==> src/rtl/lzfbd_pkg.sv <==
// ----------------------------------------------------------------------------
// lzfbd_pkg
// Shared types and constants of the flag-byte LZSS decompressor.
// ----------------------------------------------------------------------------
`default_nettype none

package lzfbd_pkg;

  // Sequencer states
  typedef enum logic [1:0] {
    ST_ACCEPT,   // take one stream byte
    ST_COPY_RD,  // read one history byte of a back-reference
    ST_COPY_WR,  // emit and write back the byte just read
    ST_END       // give the end-of-stream result and clear the stream state
  } st_t;

  // Result kinds
  typedef enum logic [1:0] {
    STAT_DATA      = 2'd0,
    STAT_END_OK    = 2'd1,
    STAT_END_SHORT = 2'd2,
    STAT_HDR_ERR   = 2'd3
  } stat_t;

  // Parse phases: 0..3 magic, 4..7 size, 8..11 optional pad word
  localparam logic [3:0] PH_MAGIC0 = 4'd0;
  localparam logic [3:0] PH_SIZE3  = 4'd7;
  localparam logic [3:0] PH_PAD0   = 4'd8;
  localparam logic [3:0] PH_PAD1   = 4'd9;
  localparam logic [3:0] PH_PAD2   = 4'd10;
  localparam logic [3:0] PH_PAD3   = 4'd11;
  localparam logic [3:0] PH_DECODE = 4'd12;
  localparam logic [3:0] PH_ERROR  = 4'd15;

  // Flag group exhausted
  localparam logic [3:0] BITPOS_EMPTY = 4'd8;

  // Back-reference format
  localparam logic [7:0] DIST_HI_MASK = 8'hF0;
  localparam logic [7:0] LEN_MASK     = 8'h0F;
  localparam logic [4:0] LEN_BIAS     = 5'd3;
  localparam int unsigned DIST_W      = 13;  // 12-bit field plus one

  // Expected stream magic, first byte first
  function automatic logic [7:0] magic_byte(input logic [1:0] idx);
    logic [7:0] val;
    case (idx)
      2'd0:    val = 8'h50;
      2'd1:    val = 8'h53;
      2'd2:    val = 8'h44;
      2'd3:    val = 8'h4B;
      default: val = 8'h00;
    endcase
    return val;
  endfunction

endpackage

`default_nettype wire

==> src/rtl/lzfbd_top_placeholder.sv <==
// ----------------------------------------------------------------------------
// lzfbd_hdr
// Header and pad-word parser: magic check, declared size and pad skip.
// ----------------------------------------------------------------------------
`default_nettype none

module lzfbd_hdr (
  input  wire logic [3:0]  phase,
  input  wire logic [31:0] target_size,
  input  wire logic        pad_zero,
  input  wire logic [31:0] size_limit,
  input  wire logic [7:0]  in_byte,
  output logic      [3:0]  phase_next,
  output logic      [31:0] target_next,
  output logic             pad_next,
  output logic             load_flags
);

  logic [31:0] size_new;

  always_comb begin
    size_new    = target_size;
    phase_next  = phase;
    target_next = target_size;
    pad_next    = pad_zero;
    load_flags  = 1'b0;
    case (phase[1:0])
      2'd0:    size_new[7:0]   = in_byte;
      2'd1:    size_new[15:8]  = in_byte;
      2'd2:    size_new[23:16] = in_byte;
      2'd3:    size_new[31:24] = in_byte;
      default: size_new        = target_size;
    endcase
    if (phase[3:2] == 2'b00) begin
      // magic bytes
      phase_next = (in_byte == lzfbd_pkg::magic_byte(phase[1:0])) ? phase + 4'd1
                                                                  : lzfbd_pkg::PH_ERROR;
    end else if (phase[3:2] == 2'b01) begin
      // little-endian declared size
      target_next = size_new;
      phase_next  = phase + 4'd1;
      if (phase == lzfbd_pkg::PH_SIZE3 &&
          (size_new == 32'd0 || size_new > size_limit)) begin
        phase_next = lzfbd_pkg::PH_ERROR;
      end
    end else begin
      case (phase)
        lzfbd_pkg::PH_PAD0: begin
          if (in_byte == 8'd0) begin
            pad_next   = 1'b1;
            phase_next = lzfbd_pkg::PH_PAD1;
          end else begin
            load_flags = 1'b1;
            phase_next = lzfbd_pkg::PH_DECODE;
          end
        end
        lzfbd_pkg::PH_PAD1, lzfbd_pkg::PH_PAD2: begin
          if (in_byte != 8'd0) begin
            pad_next = 1'b0;
          end
          phase_next = phase + 4'd1;
        end
        lzfbd_pkg::PH_PAD3: begin
          // a zero flag byte in front would have been an impossible reference
          load_flags = !(pad_zero && in_byte == 8'd0);
          pad_next   = 1'b0;
          phase_next = lzfbd_pkg::PH_DECODE;
        end
        default: phase_next = phase;
      endcase
    end
  end

endmodule

`default_nettype wire

==> config.mk <==
export PLATFORM = sky130hd
export DESIGN_NAME = lzfbd_hdr
export DESIGN_NICKNAME = d
export VERILOG_FILES = /design/src/rtl/lzfbd_pkg.sv /design/src/rtl/lzfbd_top_placeholder.sv
export SDC_FILE = /design/constraint.sdc
export NUM_CORES = 1
export LEC_CHECK = 0
export BUFFER_PORTS_ARGS = -buffer_cell sky130_fd_sc_hd__buf_2
export CORE_MARGIN = 5
export CORE_UTILIZATION = 52
export DETAILED_ROUTE_END_ITERATION = 16
export GPL_ROUTABILITY_DRIVEN = 0
export PLACE_DENSITY = 0.89
export RECOVER_POWER = 100
export SETUP_SLACK_MARGIN = 0.15
export SYNTH_ARGS = -nofsm -noshare
export SYNTH_HDL_FRONTEND = slang
export SYNTH_SLANG_ARGS = --single-unit
export TNS_END_PERCENT = 5
==> constraint.sdc <==
create_clock -name vclk -period 8.5
set_input_delay 1.7 -clock vclk [all_inputs]
set_output_delay 1.7 -clock vclk [all_outputs]
set_load 0.02 [all_outputs]
### Word-level counts from Yosys, hierarchy flattened

Cells that the tools add are included.

| word-level totals | value |
|---|---|
| bits in latches | 0 |
| word-level logic and storage cells | 45 |
| bits in read-only memories | 0 |
| memories | 0 |
| RAM bits | 0 |
| register bits | 0 |

| operators by class | value |
|---|---|
| multiply operators | 0 |
| add/sub/neg operators | 1 |
| div/mod/pow operators | 0 |
| multiplexer cells | 23 |
| bitwise gates (word level) | 0 |
| $lt $le $gt $ge | 1 |
| reductions and logical operators | 10 |
| shift operators | 0 |
| equal/unequal tests | 10 |

Operators by type and width:

| cell | count |
|---|---|
| $mux 32 | 2 |
| $mux 8 | 5 |
| $gt 32x32->1 | 1 |
| $logic_not 32->1 | 1 |
| $pmux 8 s4 | 1 |
| $eq 4x4->1 const B | 4 |
| $mux 4 | 4 |
| $pmux 4 s3 | 1 |
| $eq 8x8->1 | 1 |
| $logic_not 8->1 | 1 |
| $reduce_bool 8->1 | 1 |
| $mux 1 | 7 |
| $add 4x1->4 const B | 1 |
| $eq 2x1->1 const B | 2 |
| $eq 2x2->1 const B | 2 |
| $eq 4x3->1 const B | 1 |
| $logic_not 2->1 | 2 |
| $mux 3 | 1 |
| $pmux 1 s3 | 1 |
| $logic_and 1x1->1 | 2 |
| $pmux 1 s2 | 1 |
| $reduce_or 2->1 | 1 |
| $logic_not 1->1 | 1 |
| $logic_or 1x1->1 | 1 |

### Logic depth before layout (Yosys ltp)

Gate-level depths: netlist (run 1).

| depth | value |
|---|---|
| depth after elaboration | 8 |
| depth in mapped cells | 12 |

### Worst setup path after synthesis (run 1)

Ideal clock, no wire load.

| timing | value |
|---|---|
| path type | input to output |
| from | in phase[0] |
| to | out phase_next[1] |
| data required time | 6.800 ns |
| data arrival time | 4.559 ns |
| path slack | 2.241 ns |
| path buffers | 2 |
| stages | 12 |
| path through | inv_1 -> ha_1 -> clkbuf_1 -> clkbuf_1 -> mux2_2 -> ha_1 -> a211oi_1 -> a211o_1 -> a311oi_1 -> o41a_1 -> a311oi_1 -> nand2_1 |

| on the way | value |
|---|---|
| word-level cells in the longest chain between the ends | 8 |

RTL lines:

| element | RTL line | RTL |
|---|---|---|
| from (decl) | lzfbd_top_placeholder.sv:8 | `input wire logic [3:0] phase,` |
| $eq 2x1->1, or another cell as far along | lzfbd_pkg.sv:47, lzfbd_top_placeholder.sv:27 |  |
| $mux 8 | lzfbd_top_placeholder.sv:27 | `case (phase[1:0])` |
| $gt 32x32->1 / $logic_not 32->1 (equally long branches) | lzfbd_top_placeholder.sv:43 | `(size_new == 32'd0 \|\| size_new > size_limit)) begin` |
| $logic_or 1x1->1 | lzfbd_top_placeholder.sv:43 |  |
| $logic_and 1x1->1 | lzfbd_top_placeholder.sv:42 | `if (phase == lzfbd_pkg::PH_SIZE3 &&` |
| $mux 4 | lzfbd_top_placeholder.sv:42 |  |
| $mux 4 | lzfbd_top_placeholder.sv:38 | `end else if (phase[3:2] == 2'b01) begin` |
| $mux 4 * | lzfbd_top_placeholder.sv:34 | `if (phase[3:2] == 2'b00) begin` |
| to (decl) | lzfbd_top_placeholder.sv:13 | `output logic [3:0] phase_next,` |

Mark *: on every way between the ends. The rest lies on a longest branch, timed or not. The select of a mux whose other input is x is not followed.

### Worst setup path in the final report (run 1)

| timing | value |
|---|---|
| from | in phase[0] |
| to | out phase_next[0] |

Same word-level chain as after synthesis.

==> reports/qor.txt, run 1 <==
overall power - 0.152 mW
Data arrival, critical path - 5130 ps
nets@finish - 497
drt drc - 0
WL per Instance - 15.4 µm
Initial DRT Pass Iterations - 5
Max rail drop VDD - 31.1 µV
critical path type - input port to primary output
Setup TNS Final - 0 ps
vias post-DR - 2,485
Vias/cell - 5.75
max incr delay on CP - 640 ps
number of distinct library cells after synthesis - 41
Slew HR - 46.7%
fmax - 146 MHz
Initial Util - 53.5%
total track usage - 23.4%
final core area utilization - 66.8%
Final HPWL DP - 5.68 mm
seq_cells - 0
clock period minus worst slack - 6830 ps
CP max FO - 17
Worst Setup Start Kind - input port
Critical-path top delay cell - ha_1
# IOs - 115
Post-CTS Setup Inserts - 0
register area - 0 µm²
largest net degree at the start of global routing - 31
post-synthesis sequential area ratio - 0%
Bufs and invs on worst path - 2
Final Hold Viols - 0
hold slack - 3780 ps
ratio of cells with drive above 1 in the final layout - 34.3%
Critical Path End Type - primary output
WL final - 6.65 mm
Netlist Area Pre-Place - 2120 µm²
area grow syn2layout - 24.9%
synthesized instance count - 286
number of global-route vias before repair - 2,494
Die Width - 73.9 µm
placed insts - 432
Final Cycle Share - 80.4%
Pins Over Slew Limit - 0
Place WS - 1840 ps
core box area - 3970 µm²
CP Cell Sequence - clkbuf_1 > ha_1 > mux2_1 > ha_1 > nand4_1 > nor4_1 > a21oi_1 > o41a_1 > a311oi_1 > a32oi_1 > clkbuf_1
setup violators final - 0
Hold Path Class - input port to primary output
final std cells w/o fill - 432
Slew @ Worst Pin - 799 ps
final setup margin - 1670 ps
gate family responsible for the most delay along the worst path - adder cells
Post-CTS Hold Buffers - 0
Ys Warns - 0
post-CTS sizing - 0
Leakage - 1.35 nW
Mapped Nets - 399
site row count - 23
die height - 73.9 µm
RSZ-0062 raised after global routing - false
synthesized area per cell - 7.43 µm²
drt initial violations - 142
post-route cell area - 2650 µm²
remaining global-route overflow - 0
Layout clock buffers - 0
diode count - 0
port bufs - 115
Detail Route Antenna Nets - 0
Power Density - 57.3 nW/µm²
first-pass GRT wire length - 10.7 mm
die area - 5460 µm²
Placed Area - 2680 µm²
initial antenna violation count - 0
status - complete, no violations
CP required - 6800 ps
Max-Cap Viols - 0
==> final timing paths <==
check                            from         endpoint  slack [ps]  cells after the start
worst min-delay path  target_size[21]  target_next[21]        3780                      3
worst max-delay path         phase[0]    phase_next[0]        1670                     11
==> cell families (layout without fill, tap and decap cells) <==
logic type	count (synthesis)	in the layout	synth area share (%)
buffers and inverters	61	157	11.3
xor gates and xnor gates	3	3	1.24
AOI/OAI and AO/OA	58	58	18.3
muxes	58	58	30.7
and+or+nand+nor	70	70	17.3
adders and majority gates	36	36	21.2
==> per-layer routing <==
metal	part of all wire, %	vias to the layer above	routed length, µm	track usage [%]
met5	0	-	0	0
met1	41	1116	2740	29.5
li1	-	1245	-	-
met2	49	114	3240	41.8
met4	1.0	0	68	5.63
met3	8.9	10	593	3.01
==> placed cells by master, fill, tap and decap left out, types with 2 or more instances in the layout <==
| cell type | synthesis | routed |
|---|---|---|
| nor2b_1 | 4 | 4 |
| a311oi_1 | 3 | 3 |
| nor4_1 | 6 | 6 |
| or4_1 | 4 | 4 |
| mux2_4 | 2 | 2 |
| and2_1 | 2 | 2 |
| o21ai_0 | 9 | 9 |
| nand2_1 | 14 | 14 |
| a32oi_1 | 2 | 2 |
| clkbuf_1 | 16 | 25 |
| nand4_1 | 10 | 10 |
| mux2i_1 | 7 | 7 |
| mux2_2 | 49 | 36 |
| a21oi_1 | 19 | 19 |
| nor3_1 | 4 | 4 |
| mux2_1 | 0 | 13 |
| o32a_1 | 2 | 2 |
| o21a_1 | 2 | 2 |
| inv_1 | 41 | 41 |
| a211oi_1 | 3 | 3 |
| o211ai_1 | 4 | 4 |
| ha_1 | 36 | 36 |
| nor2_1 | 15 | 15 |
| nand3b_1 | 2 | 2 |
| nand3_1 | 6 | 6 |
| buf_2 | 3 | 90 |
| a21o_1 | 4 | 4 |
| xnor2_1 | 3 | 3 |
==> layout make-up <==
type,count,area (µm²)
Fill cell,368,1320
Tap cell,50,62.6
Inverter,41,154
Timing Repair Buffer,116,552
Multi-Input combinational cell,225,1880
==> tightest hold or removal path, cell delays in order <==
cell	delay, ps
buf_2	100
mux2_2	130
buf_2	150
==> where the power goes <==
part           internal (mW)  switching [mW]  leakage, nW
Combinational         0.0651          0.0870         1.35
Sequential                 0               0            0
Clock                      0               0            0
Total                 0.0651          0.0870         1.35
==> cell usage after synthesis, drive strengths merged (6+ instances only) <==
library cell	instances	share of area, %
nor4	7	2.4
mux2	51	27
nand4	10	2.9
ha	36	21
nand2	14	2.5
nand3	6	1.4
mux2i	7	3.3
o21ai	9	2.1
clkbuf	16	2.8
nor2	15	2.6
a21oi	19	4.5
inv	41	7.2
Note: power is estimated with default switching activity, not from simulation.
==> run 2: changes to the inputs <==
--- a/config.mk
+++ b/config.mk
@@ -7,10 +7,10 @@
 export LEC_CHECK = 0
 export BUFFER_PORTS_ARGS = -buffer_cell sky130_fd_sc_hd__buf_2
 export CORE_MARGIN = 5
-export CORE_UTILIZATION = 52
+export CORE_UTILIZATION = 43
 export DETAILED_ROUTE_END_ITERATION = 16
 export GPL_ROUTABILITY_DRIVEN = 0
-export PLACE_DENSITY = 0.89
+export PLACE_DENSITY = 0.79
 export RECOVER_POWER = 100
 export SETUP_SLACK_MARGIN = 0.15
 export SYNTH_ARGS = -nofsm -noshare
==> constraint.sdc (replaced) <==
create_clock -name vclk -period 5.5
set_input_delay 1.1 -clock vclk [all_inputs]
set_output_delay 1.1 -clock vclk [all_outputs]
set_load 0.02 [all_outputs]
==> run 2 against run 1 <==
Non-clock buffer count rose by 4; global-route usage fell by 2.1 points; setup slack got worse by 1400 ps; final cell count rose by 4.9%; via count fell by 1.1%; worst hold slack got worse by 1200 ps; die area rose by 18%; total power rose by 56%; combinational power rose by 56%.
==> reports/qor.txt, run 2 (synthesis results as in run 1) <==
status - complete, no violations
overall power - 0.237 mW
Vias/cell - 5.43
placed insts - 453
P_sw - 0.135 mW
number of global-route vias before repair - 2,495
Max-Cap Viols - 0
post-route cell area - 2700 µm²
core box area - 4750 µm²
WL final - 6.85 mm
final std cells w/o fill - 453
CP max FO - 12
max incr delay on CP - 500 ps
Detail Route Antenna Nets - 0
Post-CTS Hold Buffers - 0
Hold Crit Depth - 4
WP depth - 13
Slew HR - 20.2%
Hold Path Class - input port to primary output
Leakage - 1.34 nW
die height - 80.3 µm
Final HPWL DP - 5.87 mm
Layout clock buffers - 0
commonest non-fill, non-tap cells in the layout - buf_2 (87), mux2_2 (47), inv_1 (41)
register area - 0 µm²
Initial DRT Pass Iterations - 4
CP Cell Sequence - buf_2 > inv_1 > ha_1 > mux2_2 > ha_1 > a211oi_1 > a211o_1 > a311oi_1 > o41a_1 > a311oi_1 > buf_4 > a32oi_1 > buf_2
Slew @ Worst Pin - 1200 ps
site row count - 25
clock period minus worst slack - 5190 ps
# fillers - 495
CP required - 4400 ps
post-CTS sizing - 0
remaining global-route overflow - 0
clock network fraction of design power - 0%
Critical-path top delay cell - ha_1
Post-CTS Setup Inserts - 0
Critical Path End Type - primary output
gate family responsible for the most delay along the worst path - compound AO/OA/AOI/OAI gates
area grow syn2layout - 27.0%
switching part of the total - 56.9%
total track usage - 21.3%
commonest non-fill, non-tap cell in the layout - buf_2
Final Cycle Share - 94.4%
first-pass GRT wire length - 11.5 mm
Pins Over Slew Limit - 0
die area - 6450 µm²
RSZ-0062 raised after global routing - false
Flop pwr share - 0%
Worst Setup Start Kind - input port
seq_cells - 0
drt initial violations - 101
Max rail drop VDD - 41.4 µV
drt drc - 0
Data arrival, critical path - 4090 ps
fmax - 193 MHz
Placed Area - 2740 µm²
Bufs and invs on worst path - 4
# IOs - 115
diode count - 0
internal power - 0.102 mW
Power Density - 88.0 nW/µm²
ratio of cells with drive above 1 in the final layout - 37.0%
Gate power share - 100.0%
Final Hold Viols - 0
WL per Instance - 15.1 µm
critical path type - input port to primary output
Setup TNS Final - 0 ps
largest net degree at the start of global routing - 30
Initial Util - 44.7%
Die Width - 80.3 µm
vias post-DR - 2,458
setup violators final - 0
port bufs - 115
nets@finish - 501
initial antenna violation count - 0
==> run 2: cell types whose count changed in the layout (fill, tap and decap cells not counted), sizes merged <==
cell	previous run	this run
buf	91	89
clkbuf	25	31
==> run 2: final timing paths <==
path / startpoint / end / slack (ps)
hold / removal: target_size[0] / target_next[0] / 2560
setup / recovery: phase[0] / phase_next[2] / 310
==> run 2: per-layer routing <==
metal / vias up / track usage [%] / share of wire, %
li1: 1245 / - / -
met1: 1104 / 29.7 / 45
met4: 0 / 3.21 / 0.86
met5: - / 0 / 0
met3: 6 / 1.91 / 7.3
met2: 103 / 35.9 / 47
==> run 2: metrics by stage <==
step | setup WS (ps) | hold WS, ps | util [%]
finish | 310 | 2560 | 56.7
global route | 126 | 2590 | 56.7
floorplan | 441 | 2380 | -
CTS | 239 | 2550 | 57.5
global placement | 283 | 2550 | 57.5
detailed placement | 255 | 2550 | 57.5
==> run 2: area by class of cell <==
cell class / instances / area [µm²] / area share (%)
timing repair buffer: 120 / 571 / 21.2
tap: 67 / 83.8 / 3.11
inverter: 41 / 154 / 5.71
multi-input combinational: 225 / 1890 / 70.0
==> run 2: power by group through the flow <==
stage	registers (mW)	logic [mW]	clock network (mW)
6_report	0	0.237	0
5_1_grt	0	0.265	0
4_1_cts	0	0.242	0
3_5_place_dp	0	0.241	0
3_3_place_gp	0	0.236	0
2_1_floorplan	0	0.159	0
==> run 2: worst min-delay path, stage by stage <==
cell and delay (ps):
buf_2 100, nand2_1 40, o21ai_0 60, buf_2 160
==> run 3: changes to the inputs <==
--- a/config.mk
+++ b/config.mk
@@ -10,6 +10,7 @@
 export CORE_UTILIZATION = 43
 export DETAILED_ROUTE_END_ITERATION = 16
 export GPL_ROUTABILITY_DRIVEN = 0
+export GPL_TIMING_DRIVEN = 0
 export PLACE_DENSITY = 0.79
 export RECOVER_POWER = 100
 export SETUP_SLACK_MARGIN = 0.15
==> run 3 against run 2 <==
First-iteration DRC count up 50%; die area is the same; sequential share of layout area unchanged; critical endpoint is now phase_next[0]; critical path type unchanged; setup slack worse by 35 ps; global-route usage about the same; final cell count increased by 1.5%.
==> reports/qor.txt, run 3 (synthesis results as in run 1) <==
status - complete, no violations
Hold EP - target_next[29]
first-pass GRT wire length - 11.3 mm
area grow syn2layout - 29.9%
Worst Setup Start Kind - input port
seq_cells - 0
port bufs - 107
RSZ-0062 raised after global routing - false
post-route cell area - 2760 µm²
site row count - 25
fmax - 191 MHz
Slew HR - 58.0%
area occupied by multi-input gates - 1910 µm²
Critical-path top delay cell - a2111oi_1
gate family responsible for the most delay along the worst path - buffers and inverters
nets@finish - 508
CP Cell Sequence - buf_2 > inv_1 > ha_1 > clkbuf_4 > buf_6 > mux2_2 > ha_1 > nor2b_1 > o211ai_1 > a2111oi_1 > o31a_1 > a311oi_2 > buf_4 > a32oi_1 > clkbuf_1
Pins Over Slew Limit - 0
Placed Area - 2740 µm²
Initial Util - 44.7%
Hold Crit Depth - 3
HP Start - target_size[29]
diode count - 0
max incr delay on CP - 420 ps
Die Width - 80.3 µm
Layout clock buffers - 0
drt drc - 0
Max-Cap Viols - 0
Power Density - 88.3 nW/µm²
die area - 6450 µm²
Max rail drop VDD - 42.2 µV
Vias/cell - 5.55
die height - 80.3 µm
largest net degree at the start of global routing - 17
initial antenna violation count - 0
commonest non-fill, non-tap cells in the layout - buf_2 (80), mux2_2 (47), inv_1 (41)
Detail Route Antenna Nets - 0
WL per Instance - 15.6 µm
final std cells w/o fill - 460
CP max FO - 10
Setup TNS Final - 0 ps
Initial DRT Pass Iterations - 5
final core area utilization - 58.1%
Critical Path End Type - primary output
drt initial violations - 152
Final HPWL DP - 6.05 mm
total track usage - 21.3%
Crit path top cell by count - ha_1
Leakage - 1.36 nW
remaining global-route overflow - 0
WL final - 7.17 mm
Bufs and invs on worst path - 6
Final Cycle Share - 95.0%
number of global-route vias before repair - 2,463
placed insts - 460
Hold Path Class - input port to primary output
commonest non-fill, non-tap cell in the layout - buf_2
Slew @ Worst Pin - 629 ps
setup violators final - 0
clock period minus worst slack - 5220 ps
Final Hold Viols - 0
Post-CTS Hold Buffers - 0
vias post-DR - 2,555
Data arrival, critical path - 4120 ps
Place WS - -369 ps
core box area - 4750 µm²
# fillers - 471
register area - 0 µm²
# IOs - 115
CP required - 4400 ps
ratio of cells with drive above 1 in the final layout - 36.4%
final setup margin - 275 ps
critical path type - input port to primary output
run 3: area by class of cell:
cell class / instances / area share, %
plain buffers: 19 / 3.76
inverters: 41 / 5.58
well taps: 67 / 3.04
repair buffers: 108 / 18.4
multi-input cells: 225 / 69.2
run 3: worst min-delay path: stages:
cell    delay [ps]
buf_2           80
mux2_2         130
buf_2          150
run 3: worst max-delay path by stage:
stage	to	depth (start not counted)	slack [ps]	startpoint
after floorplan	phase_next[1]	12	440	phase[0]
after global placement	phase_next[0]	14	-340	phase[0]
after detailed placement	phase_next[2]	14	-370	phase[0]
after CTS	phase_next[2]	15	180	phase[0]
after global routing	phase_next[0]	15	100	phase[0]
final	phase_next[0]	15	280	phase[0]
run 3: repair_timing:
item / in CTS / in global routing
setup endpoints to repair: 4 / 4
endpoints found under the hold margin: 0 / 0
pin swaps: 1 / 2
buffers inserted: 1 / 0
gates resized for setup: 7 / 14
run 3: where the power goes:
group	total [mW]	internal (mW)	switching, mW
logic	0.244	0.104	0.140
registers	0	0	0
clock network	0	0	0
run 3: stage by stage:
stage                     total power [mW]  hold slack (ps)
after CTS                            0.244             2570
after detailed placement             0.241             2560
after global placement               0.235             2560
after global routing                 0.268             2590
final                                0.244             2570
after floorplan                      0.159             2380
run 3: metal layers:
layer / vias to the layer above / share of wire (%) / GRT usage, % / wire [µm]
li1: 1261 / - / - / -
met1: 1164 / 43 / 28.3 / 3060
met2: 122 / 48 / 37.7 / 3440
met3: 8 / 8.4 / 2.13 / 603
met4: 0 / 0.84 / 2.70 / 60
met5: - / 0 / 0 / 0
